`config.mk`:
```
export PLATFORM = sky130hd
export DESIGN_NAME = rf_frame_line_decoder_flat
export DESIGN_NICKNAME = d
export VERILOG_FILES = /design/src/rtl/rfld_pkg.sv /design/src/rtl/rfld_if.sv /design/src/rtl/rf_frame_line_decoder.sv /design/src/flat_wrapper.sv
export SDC_FILE = /design/constraint.sdc
export NUM_CORES = 1
export LEC_CHECK = 0
export ABC_AREA = 1
export BUFFER_PORTS_ARGS = -buffer_cell sky130_fd_sc_hd__buf_2
export CORE_MARGIN = 10
export CORE_UTILIZATION = 50
export DETAILED_ROUTE_END_ITERATION = 10
export GPL_ROUTABILITY_DRIVEN = 0
export PLACE_DENSITY_LB_ADDON = 0.08
export SLEW_MARGIN = 20
export SYNTH_ARGS = -nofsm -noshare
export SYNTH_HDL_FRONTEND = slang
export SYNTH_SLANG_ARGS = --single-unit
```
`constraint.sdc`:
```
create_clock -name i_clk -period 5.62 [get_ports i_clk]
set_input_delay 0.281 -clock i_clk [delete_from_list [all_inputs] [get_ports i_clk]]
set_output_delay 0.281 -clock i_clk [all_outputs]
set_load 0.1 [all_outputs]
```
`src/rtl/rfld_pkg.sv`:
```
`timescale 1ns / 1ps

package rfld_pkg;

    localparam int HDR_W   = 40;
    localparam int BYTE_W  = 8;
    localparam int CFG_W   = 40;
    localparam int IDX_W   = 2;
    localparam int HDR_LEN = 5;

    localparam logic [IDX_W-1:0] REG_HEADER_PATTERN = 2'd0;
    localparam logic [IDX_W-1:0] REG_FOOTER_FIRST   = 2'd1;
    localparam logic [IDX_W-1:0] REG_FOOTER_SECOND  = 2'd2;

    localparam logic [HDR_W-1:0]  RST_HEADER_PATTERN = '0;
    localparam logic [BYTE_W-1:0] RST_FOOTER_FIRST   = 8'hAC;
    localparam logic [BYTE_W-1:0] RST_FOOTER_SECOND  = 8'hCA;

    localparam logic [1:0] PHASE_SEARCH = 2'd0;
    localparam logic [1:0] PHASE_DECODE = 2'd1;
    localparam logic [1:0] PHASE_CLOSED = 2'd2;

    localparam int Q_DEPTH = 4;
    localparam int Q_AW    = $clog2(Q_DEPTH);
    localparam int Q_CW    = $clog2(Q_DEPTH + 1);

    typedef struct packed {
        logic [BYTE_W-1:0] data_byte;
        logic              is_status;
        logic              header_seen;
        logic              footer_seen;
        logic              sum_ok;
    } t_result;

endpackage

```
`src/rtl/rfld_if.sv`:
```
`timescale 1ns / 1ps

interface rfld_in_if;
    logic       valid;
    logic       ready;
    logic [7:0] rx_byte;
    logic       end_of_buffer;

    modport source (output valid, output rx_byte, output end_of_buffer, input ready);
    modport sink   (input valid, input rx_byte, input end_of_buffer, output ready);
endinterface

interface rfld_out_if;
    logic       valid;
    logic       ready;
    logic [7:0] data_byte;
    logic       is_status;
    logic       header_seen;
    logic       footer_seen;
    logic       sum_ok;

    modport source (output valid, output data_byte, output is_status, output header_seen,
                    output footer_seen, output sum_ok, input ready);
    modport sink   (input valid, input data_byte, input is_status, input header_seen,
                    input footer_seen, input sum_ok, output ready);
endinterface

```
`src/rtl/rf_frame_line_decoder.sv`:
```
`timescale 1ns / 1ps

// Frame decoder for a line-coded radio receive buffer. Raw bytes enter one per beat; until the
// configured five-byte header is matched they only fill a compare window, after that each byte
// gives line bits 7, 5, 3 and 1, every fifth line bit is dropped and the nibbles pair into
// payload bytes that leave as soon as they complete. A byte equal to either footer value closes
// the frame with a status beat; end_of_buffer always produces one if none was sent yet, with
// footer_seen low meaning the frame must be thrown away. The decode of a byte is a single
// registered step, so one input beat is taken every cycle while input ready is high. Results
// go through a four-entry output queue and leave at one per cycle while the sink is ready;
// input ready is held low while fewer than two queue places are free, so a last byte that
// completes a data byte and also needs the closing status beat can push both results at once.
// Configuration must be written by the user only while the block is idle; it is not enforced.

module rf_frame_line_decoder (
    input  logic                          i_clk,
    input  logic                          i_rst_n,
    input  logic                          i_cfg_we,
    input  logic [rfld_pkg::IDX_W-1:0]    i_cfg_index,
    input  logic [rfld_pkg::CFG_W-1:0]    i_cfg_data,
    rfld_in_if.sink                       i_rx,
    rfld_out_if.source                    o_res
);

    logic [rfld_pkg::HDR_W-1:0]  r_header_pattern;
    logic [rfld_pkg::BYTE_W-1:0] r_footer_first;
    logic [rfld_pkg::BYTE_W-1:0] r_footer_second;

    logic [rfld_pkg::HDR_W-1:0]  r_window, n_window;
    logic [2:0]                  r_fill, n_fill;
    logic [1:0]                  r_phase, n_phase;
    logic [3:0]                  r_group_bits, n_group_bits;
    logic [2:0]                  r_group_count, n_group_count;
    logic [3:0]                  r_high, n_high;
    logic                        r_held, n_held;
    logic [rfld_pkg::BYTE_W-1:0] r_sum, n_sum;

    rfld_pkg::t_result           r_mem [rfld_pkg::Q_DEPTH];
    logic [rfld_pkg::Q_AW-1:0]   r_head, r_tail;
    logic [rfld_pkg::Q_CW-1:0]   r_count;

    rfld_pkg::t_result           w_item0, w_item1;
    logic [1:0]                  w_push;
    logic                        w_in_acc, w_out_acc;
    logic [rfld_pkg::BYTE_W-1:0] w_byte;
    logic                        w_got;
    logic                        w_bit;
    logic [rfld_pkg::Q_AW-1:0]   w_tail1;

    assign w_in_acc  = i_rx.valid & i_rx.ready;
    assign w_out_acc = o_res.valid & o_res.ready;
    assign i_rx.ready = (r_count <= rfld_pkg::Q_CW'(rfld_pkg::Q_DEPTH - 2));
    assign w_tail1 = r_tail + rfld_pkg::Q_AW'(1);

    // configuration registers
    always_ff @(posedge i_clk) begin
        if (!i_rst_n) begin
            r_header_pattern <= rfld_pkg::RST_HEADER_PATTERN;
            r_footer_first   <= rfld_pkg::RST_FOOTER_FIRST;
            r_footer_second  <= rfld_pkg::RST_FOOTER_SECOND;
        end else if (i_cfg_we) begin
            case (i_cfg_index)
                rfld_pkg::REG_HEADER_PATTERN: r_header_pattern <= i_cfg_data;
                rfld_pkg::REG_FOOTER_FIRST:   r_footer_first   <= i_cfg_data[7:0];
                rfld_pkg::REG_FOOTER_SECOND:  r_footer_second  <= i_cfg_data[7:0];
                default: ;
            endcase
        end
    end

    // decode of one byte
    always_comb begin
        n_window      = r_window;
        n_fill        = r_fill;
        n_phase       = r_phase;
        n_group_bits  = r_group_bits;
        n_group_count = r_group_count;
        n_high        = r_high;
        n_held        = r_held;
        n_sum         = r_sum;
        w_item0       = '0;
        w_item1       = '0;
        w_push        = 2'd0;
        w_byte        = '0;
        w_got         = 1'b0;
        w_bit         = 1'b0;
        if (w_in_acc) begin
            case (r_phase)
                rfld_pkg::PHASE_SEARCH: begin
                    n_window = {r_window[rfld_pkg::HDR_W-9:0], i_rx.rx_byte};
                    if (r_fill < 3'(rfld_pkg::HDR_LEN)) begin
                        n_fill = r_fill + 3'd1;
                    end
                    if (n_fill == 3'(rfld_pkg::HDR_LEN) && n_window == r_header_pattern) begin
                        n_phase = rfld_pkg::PHASE_DECODE;
                    end
                end
                rfld_pkg::PHASE_DECODE: begin
                    if (i_rx.rx_byte == r_footer_first || i_rx.rx_byte == r_footer_second) begin
                        w_item0.is_status   = 1'b1;
                        w_item0.header_seen = 1'b1;
                        w_item0.footer_seen = 1'b1;
                        w_item0.sum_ok      = (r_sum == '0);
                        w_push  = 2'd1;
                        n_phase = rfld_pkg::PHASE_CLOSED;
                    end else begin
                        for (int k = 0; k < 4; k++) begin
                            w_bit = i_rx.rx_byte[7 - 2 * k];
                            if (n_group_count < 3'd4) begin
                                n_group_bits[n_group_count[1:0]] = w_bit;
                                n_group_count = n_group_count + 3'd1;
                            end else begin
                                if (!n_held) begin
                                    n_high = n_group_bits;
                                    n_held = 1'b1;
                                end else begin
                                    n_held = 1'b0;
                                    w_byte = {n_high, n_group_bits};
                                    w_got  = 1'b1;
                                end
                                n_group_bits  = '0;
                                n_group_count = '0;
                            end
                        end
                        if (w_got) begin
                            n_sum = r_sum + w_byte;
                            w_item0.data_byte = w_byte;
                            w_push = 2'd1;
                        end
                    end
                end
                default: ;
            endcase
            if (i_rx.end_of_buffer) begin
                if (n_phase != rfld_pkg::PHASE_CLOSED) begin
                    if (w_push == 2'd0) begin
                        w_item0.is_status   = 1'b1;
                        w_item0.header_seen = (n_phase != rfld_pkg::PHASE_SEARCH);
                        w_item0.sum_ok      = (n_sum == '0);
                    end else begin
                        w_item1.is_status   = 1'b1;
                        w_item1.header_seen = (n_phase != rfld_pkg::PHASE_SEARCH);
                        w_item1.sum_ok      = (n_sum == '0);
                    end
                    w_push = w_push + 2'd1;
                end
                n_window      = '0;
                n_fill        = '0;
                n_phase       = rfld_pkg::PHASE_SEARCH;
                n_group_bits  = '0;
                n_group_count = '0;
                n_high        = '0;
                n_held        = 1'b0;
                n_sum         = '0;
            end
        end
    end

    always_ff @(posedge i_clk) begin
        if (!i_rst_n) begin
            r_window      <= '0;
            r_fill        <= '0;
            r_phase       <= rfld_pkg::PHASE_SEARCH;
            r_group_bits  <= '0;
            r_group_count <= '0;
            r_high        <= '0;
            r_held        <= 1'b0;
            r_sum         <= '0;
        end else begin
            r_window      <= n_window;
            r_fill        <= n_fill;
            r_phase       <= n_phase;
            r_group_bits  <= n_group_bits;
            r_group_count <= n_group_count;
            r_high        <= n_high;
            r_held        <= n_held;
            r_sum         <= n_sum;
        end
    end

    // result queue
    always_ff @(posedge i_clk) begin
        if (w_push != 2'd0) begin
            r_mem[r_tail] <= w_item0;
        end
        if (w_push == 2'd2) begin
            r_mem[w_tail1] <= w_item1;
        end
    end

    always_ff @(posedge i_clk) begin
        if (!i_rst_n) begin
            r_head  <= '0;
            r_tail  <= '0;
            r_count <= '0;
        end else begin
            r_tail  <= r_tail + rfld_pkg::Q_AW'(w_push);
            r_head  <= r_head + rfld_pkg::Q_AW'(w_out_acc);
            r_count <= r_count + rfld_pkg::Q_CW'(w_push) - rfld_pkg::Q_CW'(w_out_acc);
        end
    end

    assign o_res.valid       = (r_count != '0);
    assign o_res.data_byte   = r_mem[r_head].data_byte;
    assign o_res.is_status   = r_mem[r_head].is_status;
    assign o_res.header_seen = r_mem[r_head].header_seen;
    assign o_res.footer_seen = r_mem[r_head].footer_seen;
    assign o_res.sum_ok      = r_mem[r_head].sum_ok;

    a_queue_bound: assert property (@(posedge i_clk) disable iff (!i_rst_n)
        r_count <= rfld_pkg::Q_CW'(rfld_pkg::Q_DEPTH))
        else $error("result queue overflow");

    a_eob_clears: assert property (@(posedge i_clk) disable iff (!i_rst_n)
        (w_in_acc && i_rx.end_of_buffer) |=>
            (r_phase == rfld_pkg::PHASE_SEARCH && r_fill == '0 && r_sum == '0))
        else $error("frame state not cleared after end of buffer");

    a_phase_code: assert property (@(posedge i_clk) disable iff (!i_rst_n)
        (r_phase != rfld_pkg::PHASE_SEARCH) |-> (r_fill == 3'(rfld_pkg::HDR_LEN)))
        else $error("decode phase without a full header window");

    a_group_range: assert property (@(posedge i_clk) disable iff (!i_rst_n)
        r_group_count <= 3'd4)
        else $error("line bit group count out of range");

endmodule
```
`src/flat_wrapper.sv`:
```
// flat-port wrapper written by rule: the top's interface ports become plain ports
module rf_frame_line_decoder_flat 
  (i_clk, i_rst_n, i_cfg_we, i_cfg_index, i_cfg_data, i_rx_valid, i_rx_rx_byte, i_rx_end_of_buffer, i_rx_ready, o_res_valid, o_res_data_byte, o_res_is_status, o_res_header_seen, o_res_footer_seen, o_res_sum_ok, o_res_ready);
  rfld_in_if i_rx_i ();
  rfld_out_if o_res_i ();
  input  logic i_clk;
  input  logic i_rst_n;
  input  logic i_cfg_we;
  input  logic [rfld_pkg::IDX_W-1:0] i_cfg_index;
  input  logic [rfld_pkg::CFG_W-1:0] i_cfg_data;
  input wire logic [$bits(i_rx_i.valid)-1:0] i_rx_valid;
  input wire logic [$bits(i_rx_i.rx_byte)-1:0] i_rx_rx_byte;
  input wire logic [$bits(i_rx_i.end_of_buffer)-1:0] i_rx_end_of_buffer;
  output wire logic [$bits(i_rx_i.ready)-1:0] i_rx_ready;
  output wire logic [$bits(o_res_i.valid)-1:0] o_res_valid;
  output wire logic [$bits(o_res_i.data_byte)-1:0] o_res_data_byte;
  output wire logic [$bits(o_res_i.is_status)-1:0] o_res_is_status;
  output wire logic [$bits(o_res_i.header_seen)-1:0] o_res_header_seen;
  output wire logic [$bits(o_res_i.footer_seen)-1:0] o_res_footer_seen;
  output wire logic [$bits(o_res_i.sum_ok)-1:0] o_res_sum_ok;
  input wire logic [$bits(o_res_i.ready)-1:0] o_res_ready;
  assign i_rx_i.valid = i_rx_valid;
  assign i_rx_i.rx_byte = i_rx_rx_byte;
  assign i_rx_i.end_of_buffer = i_rx_end_of_buffer;
  assign i_rx_ready = i_rx_i.ready;
  assign o_res_valid = o_res_i.valid;
  assign o_res_data_byte = o_res_i.data_byte;
  assign o_res_is_status = o_res_i.is_status;
  assign o_res_header_seen = o_res_i.header_seen;
  assign o_res_footer_seen = o_res_i.footer_seen;
  assign o_res_sum_ok = o_res_i.sum_ok;
  assign o_res_i.ready = o_res_ready;
  rf_frame_line_decoder u_core (.i_clk(i_clk), .i_rst_n(i_rst_n), .i_cfg_we(i_cfg_we), .i_cfg_index(i_cfg_index), .i_cfg_data(i_cfg_data), .i_rx(i_rx_i), .o_res(o_res_i));
endmodule
```
==> qor.yml <==
worst_setup_path:
  crit_family: "simple AND/OR/NAND/NOR gates"
  critical_path_required_ns: 5.92
  path_buf_inv: 3
  path_common_cell: "nand2_1"
  cp.arrival_ns: 4.53
  start_kind: "register"
  critPathSlowestCell: "dfxtp_1"
  cp_max_fo: 12
  r2r_slack_ns: 1.39
  crit_path_max_incr_delay_ns: 0.71
  cp_cell_sequence: "inv_6, ha_1, nand3_1, nand2_1, nand2_1, nand3_4, o21ai_0, ha_1, inv_1, fa_1, inv_1, nand4_1, nand3_1, xnor2_1, nand2_1, o21ai_1, nand3_2, nor2_4, nand3_2, nand2_2, nand2_1, nand2_1"
  worst_setup_path_end_kind: "register"
  critPathKind: "reg -> reg"
finish:
  final_util_pct: 56.7
  final_nets: 1378
  drive_gt1_share_pct: 10.5
  fill_cells: 1746
  area_growth_pct: 11.1
  diodes: 0
timing:
  final-max-slew-violation-count: 0
  worst_pin_slew_ns: 1.01
  min_period_ns: 4.23
  hold_violations: 0
  post-route-period-util_pct: 75.2
  fmax_ghz: 0.237
  setup_viol: 0
  skew_ns: 0.0101
  setup_ws_ns: 1.39
  max-slew-margin-rel_pct: 32.3
  fin_setup_tns_ns: 0
  rsz0062_at_grt: "false"
synth:
  synth_cell_types: 53
  synth_edf_count: 12
  async_reset_ff_share_pct: 0
  ys_ff_latch: 168
  synth_commonest_cells: "nand2_1, o21ai_0, dfxtp_1, nor2_1, inv_1"
  syn_area_um2: 8860
  synthCells: 1261
  synth-seq-area-share_pct: 39.3
  syn-num-nets: 1340
  syn_area_per_cell_um2: 7.03
  ys_top_cells_by_area: "dfxtp_1, nand2_1, o21ai_0"
  yosysMostFrequentCell: "nand2_1"
  synth-warning-count: 0
  yosys.area.top_type: "dfxtp_1"
  yosys_most_used_dff: "dfxtp_1"
  synth.top_cell.area_share_pct: 35.2
power_and_ir_drop:
  p_int_uw: 2200
  power_frac_clock_pct: 29.4
  p_sw_uw: 1690
  powerDensity_nw_per_um2: 395
  p_leak_uw: 0.00429
  ir_worst_vdd_uv: 579
  swShare_pct: 43.4
  pwr-share-seq_pct: 35.6
  comb_power_share_pct: 35.0
clock_tree:
  cts_sinks: 168
  post_cts_buffers: 0
  cts_tree: "done"
  cts_buffers: 17
  hold_buffers: 0
  post_cts_resized: 0
  cts_root_buf: "clkbuf_16"
  cts_buffer_depth: 2
  worstSkewPairLatency_ns: 0.44
  cts_max_level: 4
  cts.clk_slew.worst_paths_ns: 0.07
route:
  totalWireLength_mm: 24.4
  vias: 8324
  wl_per_cell_um: 15.9
  first_iter_violations: 689
  drc: 0
  avgViaCountPerCell: 5.42
  firstDrtPassIters: 5
  drtAntennaViolNets: 0
grt:
  grtUsageTotal_pct: 20.4
  grt_max_degree: 68
  grt_pass1_wl_mm: 39.8
  grt_overflow: 0
  grt_pass1_vias: 7837
  grt_antenna_before_repair: 0
place:
  place.port_buffers: 69
  place_ws_ns: 1.42
  place_hpwl_mm: 17.5
floorplanning:
  die_x_um: 153
  die_h_um: 153
  die_area_um2: 23400
  io-pin-count: 70
  coreArea_um2: 17400
  initial_core_util_pct: 51.0
  rows: 48
job:
  drv_cap: 0
run_status:
  outcome: "finished, final reports clean"
worst_hold_path:
  min_path_type: "in -> reg"
## layout make-up
type                    instances  area, um^2  share of cell area [%]
flip-flops and latches        168        3480                    35.4
well taps                     225         282                    2.86
clock buffers                  19         454                    4.61
clock inverters                13         111                    1.13
repair buffers                 73         375                    3.81
inverters                     133         507                    5.15
multi-input cells             906        4630                    47.0
## metrics by stage
stage / std cells / total power (uW) / hold slack, ns / instance area, um^2
after detailed placement: 1505 / 2760 / 0.458 / 9280
final: 1537 / 3880 / 0.0611 / 9840
after global routing: 1537 / 4070 / 0.0584 / 9840
after CTS: 1537 / 3900 / 0.0564 / 9840
after floorplan: 1261 / 2490 / 0.394 / 8860
after global placement: 1505 / 2760 / 0.455 / 9280
## cell usage in the layout, fill, tap and decap left out, types with 7 or more instances in the layout
cell,n
buf_2,69
o21ai_0,163
nand3_1,70
edfxtp_1,12
nor3_1,11
nand4_1,20
a21oi_1,92
xor2_1,11
ha_1,21
clkbuf_16,18
o22ai_1,26
o211ai_1,7
or2_2,7
nand2_1,276
dfxtp_1,156
xnor2_1,17
nor2_1,128
inv_1,126
## worst register-to-register path: stages, from the launching register on
cell and delay, ns:
dfxtp_1 0.71, inv_6 0.15, ha_1 0.39, nand3_1 0.26, nand2_1 0.10, nand2_1 0.12
nand3_4 0.14, o21ai_0 0.35, ha_1 0.23, inv_1 0.05, fa_1 0.40, inv_1 0.11
nand4_1 0.10, nand3_1 0.09, xnor2_1 0.12, nand2_1 0.06, o21ai_1 0.11, nand3_2 0.11
nor2_4 0.16, nand3_2 0.09, nand2_2 0.11, nand2_1 0.06, nand2_1 0.08
## worst paths after layout
path,from,to,depth (start not counted)
worst max-delay path,u_core.r_group_count[2]$_SDFFE_PN0P_,u_core.r_mem[0][0]$_DFFE_PP_,22
worst min-delay path,i_cfg_data[39],u_core.r_header_pattern[39]$_SDFFE_PN0P_,3
worst max register to register,u_core.r_group_count[2]$_SDFFE_PN0P_,u_core.r_mem[0][0]$_DFFE_PP_,22
worst min register to register,u_core.r_window[26]$_SDFFE_PN0P_,u_core.r_window[26]$_SDFFE_PN0P_,2
## power groups by stage
stage / Combinational (uW) / Clock (uW) / Sequential, uW
6_report: 1360 / 1140 / 1380
5_1_grt: 1470 / 1210 / 1390
4_1_cts: 1360 / 1160 / 1380
3_5_place_dp: 1350 / 0 / 1410
3_3_place_gp: 1350 / 0 / 1410
2_1_floorplan: 1120 / 0 / 1360
## registers in the layout (all words and copies together), names as in the netlist
| name | count |
|---|---|
| u_core.r_group_count | 3 |
| u_core.r_head | 2 |
| u_core.r_tail | 2 |
| u_core.r_phase | 2 |
| u_core.r_held | 1 |
| u_core.r_group_bits | 4 |
| u_core.r_fill | 3 |
| u_core.r_count | 3 |
| u_core.r_high | 4 |
| u_core.r_sum | 8 |
| u_core.r_header_pattern | 40 |
| u_core.r_mem | 48 |
| u_core.r_window | 32 |
| u_core.r_footer_second | 8 |
| u_core.r_footer_first | 8 |
## cells by family (layout without fill, tap and decap cells)
group	Yosys count	in the layout	share of synthesized area (%)
simple gates	536	536	26.5
xor+xnor	28	28	2.77
flops	168	168	39.3
compound gates	319	319	19.5
fa+ha+maj	23	23	3.42
buf+inv	187	238	8.52
## metal layers
metal / part of all wire [%] / vias to the layer above / global-route usage [%]
met1: 47 / 3807 / 26.3
li1: - / 4270 / -
met4: 1.8 / 0 / 6.31
met2: 47 / 220 / 33.6
met3: 4.5 / 27 / 3.68
met5: 0 / - / 0
Note: power is estimated with default switching activity, not from simulation.
